### src/design/lst_pkg.sv
// Package for the latency statistics tracker.
// Holds the shared constants, payload structs and divider request and response types.
// No dependencies.
package lst_pkg;

  localparam int SAMPLE_DEPTH = 1024;
  localparam int AW = $clog2(SAMPLE_DEPTH);
  localparam int CW = $clog2(SAMPLE_DEPTH + 1);
  localparam logic [47:0] COUNT_MAX = 48'hFFFF_FFFF_FFFF;

  localparam logic ACT_RECORD = 1'b0;
  localparam logic ACT_QUERY  = 1'b1;

  typedef struct packed {
    logic        action;
    logic [31:0] sample_ns;
    logic [16:0] percentile_fraction;
  } item_t;

  typedef struct packed {
    logic [47:0] sample_total;
    logic [63:0] latency_sum;
    logic [31:0] latency_min;
    logic [31:0] latency_max;
    logic [31:0] average_latency;
    logic [31:0] percentile_value;
    logic        is_empty;
  } result_t;

  typedef struct packed {
    logic        start;
    logic [63:0] dividend;
    logic [47:0] divisor;
  } div_req_t;

  typedef struct packed {
    logic        done;
    logic [31:0] quotient;
  } div_rsp_t;

endpackage

### src/design/lst_front.sv
// Front end: accepts items and holds them in a two-entry queue.
// Depends on lst_pkg.
module lst_front import lst_pkg::*; (
  input  logic  clk,
  input  logic  rst,
  input  logic  item_valid,
  output logic  item_stall,
  input  item_t item,
  output logic  cmd_valid,
  output item_t cmd,
  input  logic  cmd_take
);

  item_t      q [2];
  logic       wr_ptr;
  logic       rd_ptr;
  logic [1:0] count;
  logic       push;
  logic       pop;

  assign item_stall = (count == 2'd2);
  assign cmd_valid  = (count != 2'd0);
  assign cmd        = q[rd_ptr];
  assign push       = item_valid && !item_stall;
  assign pop        = cmd_take && cmd_valid;

  // Queue storage.
  always_ff @(posedge clk) begin
    if (push) begin
      q[wr_ptr] <= item;
    end
  end

  // Queue pointers and fill level.
  always_ff @(posedge clk) begin
    if (rst) begin
      wr_ptr <= 1'b0;
      rd_ptr <= 1'b0;
      count  <= 2'd0;
    end else begin
      if (push) begin
        wr_ptr <= ~wr_ptr;
      end
      if (pop) begin
        rd_ptr <= ~rd_ptr;
      end
      if (push && !pop) begin
        count <= count + 2'd1;
      end else if (pop && !push) begin
        count <= count - 2'd1;
      end
    end
  end

endmodule

### config.mk
export PLATFORM = sky130hd
export DESIGN_NAME = lst_front
export DESIGN_NICKNAME = d
export VERILOG_FILES = /design/src/design/lst_pkg.sv /design/src/design/lst_front.sv
export SDC_FILE = /design/constraint.sdc
export NUM_CORES = 1
export LEC_CHECK = 0
export BUFFER_PORTS_ARGS = -buffer_cell sky130_fd_sc_hd__buf_2
export CORE_MARGIN = 5
export CORE_UTILIZATION = 45
export CTS_BUF_LIST = sky130_fd_sc_hd__clkbuf_16
export DETAILED_ROUTE_END_ITERATION = 10
export PLACE_DENSITY = 0.73
export SLEW_MARGIN = 30
export SYNTH_ARGS = -nofsm -noshare
export SYNTH_HDL_FRONTEND = slang
export SYNTH_SLANG_ARGS = --single-unit
export TNS_END_PERCENT = 1
### constraint.sdc
create_clock -name clk -period 2.32 [get_ports clk]
set_clock_uncertainty 0.2 [all_clocks]
set_input_delay 0.232 -clock clk [delete_from_list [all_inputs] [get_ports clk]]
set_output_delay 0.232 -clock clk [all_outputs]
set_load 0.01 [all_outputs]
# ---- After elaboration in Yosys (flattened, before gate mapping)
# Memory sizes are Yosys's and may differ from the RTL's. A register that Yosys moved wholly into a read port is not among the register bits.
# Cells that the tools add are included.
dict set report classes {
  eq_ne 1
  mux 6
  bitwise_logic 2
  reduce_logical 9
  add_sub_neg 2
}
# op n
set ops {}
lappend ops {{$logic_and A1 B1 Y1} 4}
lappend ops {{$mux W1} 4}
lappend ops {{$mux W2} 2}
lappend ops {{$reduce_bool A2 Y1} 2}
lappend ops {{$logic_not A1 Y1} 3}
lappend ops {{$add A2 B1 Y2 const B} 1}
lappend ops {{$eq A2 B2 Y1 const B} 1}
lappend ops {{$not A1 Y1} 2}
lappend ops {{$sub A2 B1 Y2 const B} 1}
dict set report totals {
  mem_bits_rw 100
  wordCells 24
  inputBits 54
  memories 1
  out_inout_bits 52
  register_bits 4
}
# name depth word_bits rd rd_ports_with_merged_regs wr line_no
set mem_list {}
lappend mem_list {q 2 50 1 1 1 lst_front.sv:14} ;# item_t q [2];

# ---- Logic depth before layout (Yosys ltp)
dict set report depth {
  ltp_word 7
  mapped_depth 6
  mapped_depth_nobuf 6
}

# ---- Worst setup path after synthesis
# OpenSTA, ideal clock, no wires.
dict set report synth_timing {
  path_kind {flip-flop to flip-flop}
  startpoint {register count[1]}
  endpoint {memory q[1][0] in the netlist's numbering (enable)}
  path_slack_ns -0.117
  stages_incl_launch_ff 4
  n_path_buf 0
  period_less_slack_ns 2.437
  setup_ns 0.413
  arrival_time_ns 1.825
  required_time_ns 1.707
  cell_sequence {dfxtp_1 nor2b_2 nor2_1 and2_1}
}
dict set report synth_between {
  elab_chain_cells 5
}
# item line_no
set synth_rtl {}
lappend synth_rtl {{start, declared} lst_front.sv:17} ;# logic [1:0] count;
lappend synth_rtl {{start signal, assigned} lst_front.sv:48} ;# count <= count + 2'd1;
lappend synth_rtl {{start signal, assigned} lst_front.sv:50} ;# count <= count - 2'd1;
lappend synth_rtl {{$eq A2 B2 Y1} lst_front.sv:21} ;# assign item_stall = (count == 2'd2);
lappend synth_rtl {{via item_stall} lst_front.sv:7} ;# output logic item_stall,
lappend synth_rtl {{$logic_not A1 Y1} lst_front.sv:24} ;# assign push = item_valid && !item_stall;
lappend synth_rtl {{$logic_and A1 B1 Y1} lst_front.sv:24}
lappend synth_rtl {{via push} lst_front.sv:18} ;# logic push;
lappend synth_rtl {{$mux W1} lst_front.sv:29} ;# if (push) begin
lappend synth_rtl {{$mux W1 (implied by the code)} lst_front.sv:30} ;# q[wr_ptr] <= item;
lappend synth_rtl {{end, declared} lst_front.sv:14}
# The timed path passes the listed nets, and every way through them passes these cells.

==> summary.md <==
| Metric | Value |
|---|---|
| Status | complete, no violations |
| Worst R2R Path Depth | 4 |
| Placed cell areas | 0.00449 sq mm |
| WP buf/inv | 2 |
| Setup_tns | 0 ns |
| Initial antenna violation count | 0 |
| Crit path max-delay cell type | mux2_2 |
| Hold path cells | 4 |
| Worst EP required | 1.89 ns |
| Busiest grt layer | met2 |
| Area leader, netlist | edfxtp_1 |
| Ys flop type | edfxtp_1 |
| Leak | 2.02 nW |
| Worst-Margin Slew | 0.399 ns |
| DP Wirelength | 4590 um |
| Ant. Diodes | 0 |
| IO Port Bufs | 105 |
| Clock slew at reported path FFs | 0.06 ns |
| CP Launch Type | register |
| CTS buffer count | 9 |
| Max stage delay on crit path | 0.40 ns |
| Critical path cell sequence | buf_4 > mux2_2 > buf_2 |
| Final Cycle Share | 84.9% |
| Total of max-cap violations | 0 |
| Slew Viols, Final | 0 |
| Netlist cell types | 16 |
| Clock buffer depth | 2 |
| Final ANT Viol Nets | 0 |
| M1 GR Usage | 16.3% |
| Switching part of the total power | 25.9% |
| Die area | 0.0104 sq mm |
| Post-synthesis net count | 236 |
| Register area share after synthesis | 81.3% |
| Top cells by area, synth | edfxtp_1, mux2_2, dfxtp_1 |
| Post-Syn Area | 0.00381 sq mm |
| Final setup fails | 0 |
| I/O Pins | 106 |
| Met2 usage | 25.0% |
| Htree depth | 3 |
| HP Class | input pin to register |
| # nets final | 403 |
| Cts repair resizes | 0 |
| Max-slew headroom | 73.4% |
| Drt drc | 0 |
| Avg Inst Size Synth | 21.1 sq um |
| Met3 GRT Util | 3.55% |
| Crit path max fanout | 29 |
| Yosys warns | 0 |
| Comb pwr share | 26.2% |
| Pwr dens | 987 mW/mm^2 |
| Die W | 102 um |
| Global-route wire length before repair | 11000 um |
| Crit path time final | 1.97 ns |
| Total number of vias | 2146 |
| Share of layout cells above drive strength 1 | 49.4% |
| Cells after Synth | 181 |
| Worst path top cell family by delay | buffers and inverters |
| Tot GR Track Use | 14.2% |
| CP Data Arrival Time | 1.54 ns |
| CTS tree | yes |
| Avg WL per Cell | 15.6 um |
| Root Driver | clkbuf_16 |
| Final Hold Fails | 0 |
| Global route total overflow | 0 |
| Layout area overhead | 38.4% |
| VDD IR max | 0.693 mV |
| Clk network pwr share | 26.7% |
| Row count | 33 |
| Initial Util | 46.2% |
| Core Box Area | 0.00826 sq mm |
| RSZ-0062 raised after global routing | false |
| EDFF count, synth | 100 |
| Design area | 0.00528 sq mm |
| Clock Sinks | 105 |
| Reg power frac | 47.1% |
| CP Class | register to output pin |
| Fill count | 606 |
| DIE HEIGHT | 102 um |
| Vias in the first global route | 2328 |
| Initial drt markers | 33 |
| Largest net degree at the start of global routing | 30 |
| Clk Latency, worst-skew pair | 0.33 ns |
| Asr flop ratio synth | 0% |
| Net switching power | 1.35 mW |
| GPL Wtd Cong | 0.686 |
| #FFs+latches synth | 105 |
| Power Internal | 3.86 mW |
| Pre-CTS setup slack | 0.489 ns |
| CP Depth | 3 |
| FMAX | 507 MHz |
| Final wirelength | 7110 um |
| Register area | 0.00310 sq mm |
| Slack of the critical path | 0.349 ns |
| Vias per cell | 4.70 |
| First-pass iteration count of the detailed router | 4 |
| Worst Setup End Kind | output pin |
| Multi-input gate area | 677 sq um |
| Synth top area share | 78.7% |
==> per-stage QoR <==
| stage | utilization, % | instances | hold slack [ns] | total power [mW] |
|---|---|---|---|---|
| floorplan | - | 181 | 0.101 | 3.30 |
| global placement | 54.4 | 391 | 0.219 | 3.78 |
| detailed placement | 54.4 | 391 | 0.224 | 3.81 |
| CTS | 63.9 | 457 | 0.0937 | 5.28 |
| global route | 63.9 | 457 | 0.138 | 5.48 |
| finish | 63.9 | 457 | 0.122 | 5.21 |
==> power groups by stage <==
stage	Combinational, mW	Clock (mW)	Sequential (mW)
4_1_cts	1.39	1.43	2.45
2_1_floorplan	0.826	0	2.48
5_1_grt	1.49	1.52	2.47
6_report	1.36	1.39	2.45
3_5_place_dp	1.32	0	2.49
3_3_place_gp	1.30	0	2.48
==> cells in the mapped netlist (2+ instances only) <==
library cell and number:
buf_2 5, nor2_1 4, inv_1 2, edfxtp_1 100, mux2_1 4, xor2_1 3, o21ai_0 3, mux2_2 46
dfxtp_1 5, or3_1 2, a21oi_1 2
==> cell usage in the layout, fill, tap and decap left out <==
cell           count
and2_2             1
buf_4              6
ha_1               1
o21ai_0            3
dfxtp_2            1
dlygate4sd3_1     51
mux2_2            46
clkbuf_16          9
clkinv_2           1
edfxtp_1         100
buf_2            105
or3_1              2
bufinv_16          1
inv_2              1
or2_2              1
a21oi_1            2
dfxtp_1            4
clkinvlp_4         1
inv_1              4
nor2b_2            1
mux2_1             4
nor2_1             4
xor2_1             3
==> worst paths after layout <==
| check | slack, ns | end | start |
|---|---|---|---|
| max | 0.35 | cmd[26] | register |
| min | 0.12 | rd_ptr$_SDFFE_PP0P_ | cmd_take |
| max reg2reg | 0.48 | q[0][1]$_DFFE_PP_ | count[0]$_SDFFE_PP0P_ |
| min reg2reg | 0.32 | rd_ptr$_SDFFE_PP0P_ | rd_ptr$_SDFFE_PP0P_ |
==> cells by family (layout without fill, tap and decap cells) <==
group | count (synthesis) | count (layout) | share of synthesized area (%)
AO/OA/AOI/OAI | 5 | 5 | 0.656
multiplexers | 50 | 50 | 14.8
XOR/XNOR | 3 | 3 | 0.689
AND/OR/NAND/NOR | 9 | 9 | 1.28
flip-flops | 105 | 105 | 81.3
adder cells (fa/ha/maj) | 1 | 1 | 0.328
buffers and inverters | 8 | 179 | 0.951
==> registers in the layout, indices dropped and copies added, names as in the netlist, named ones only <==
name,count
q,100
rd_ptr,1
wr_ptr,1
count,2
==> routing by layer <==
| metal | routed length (um) | share of wire, % |
|---|---|---|
| met1 | 2850 | 40 |
| met2 | 3730 | 52 |
| met3 | 436 | 6.1 |
| met4 | 94 | 1.3 |
| met5 | 0 | 0 |
==> final cells by class <==
cell class / instances / area share [%]
Tap cell: 105 / 2.49
Clock inverter: 6 / 1.02
Inverter: 2 / 0.142
Clock buffer: 9 / 4.27
Timing Repair Buffer: 162 / 20.5
Sequential cell: 105 / 58.8
Multi-Input combinational cell: 68 / 12.8
==> worst register-to-register path: stages, from the launching register on <==
cell and delay (ns):
dfxtp_1 0.42, nor2b_2 0.09, or3_1 0.36, inv_2 0.07, buf_4 0.34
==> repair_timing <==
item | 4_1_cts | 5_1_grt
hold endpoints to repair | 105 | 0
hold buffers | 51 | 0
setup buffers | 0 | 0
Power figures use the tool's default switching activity.
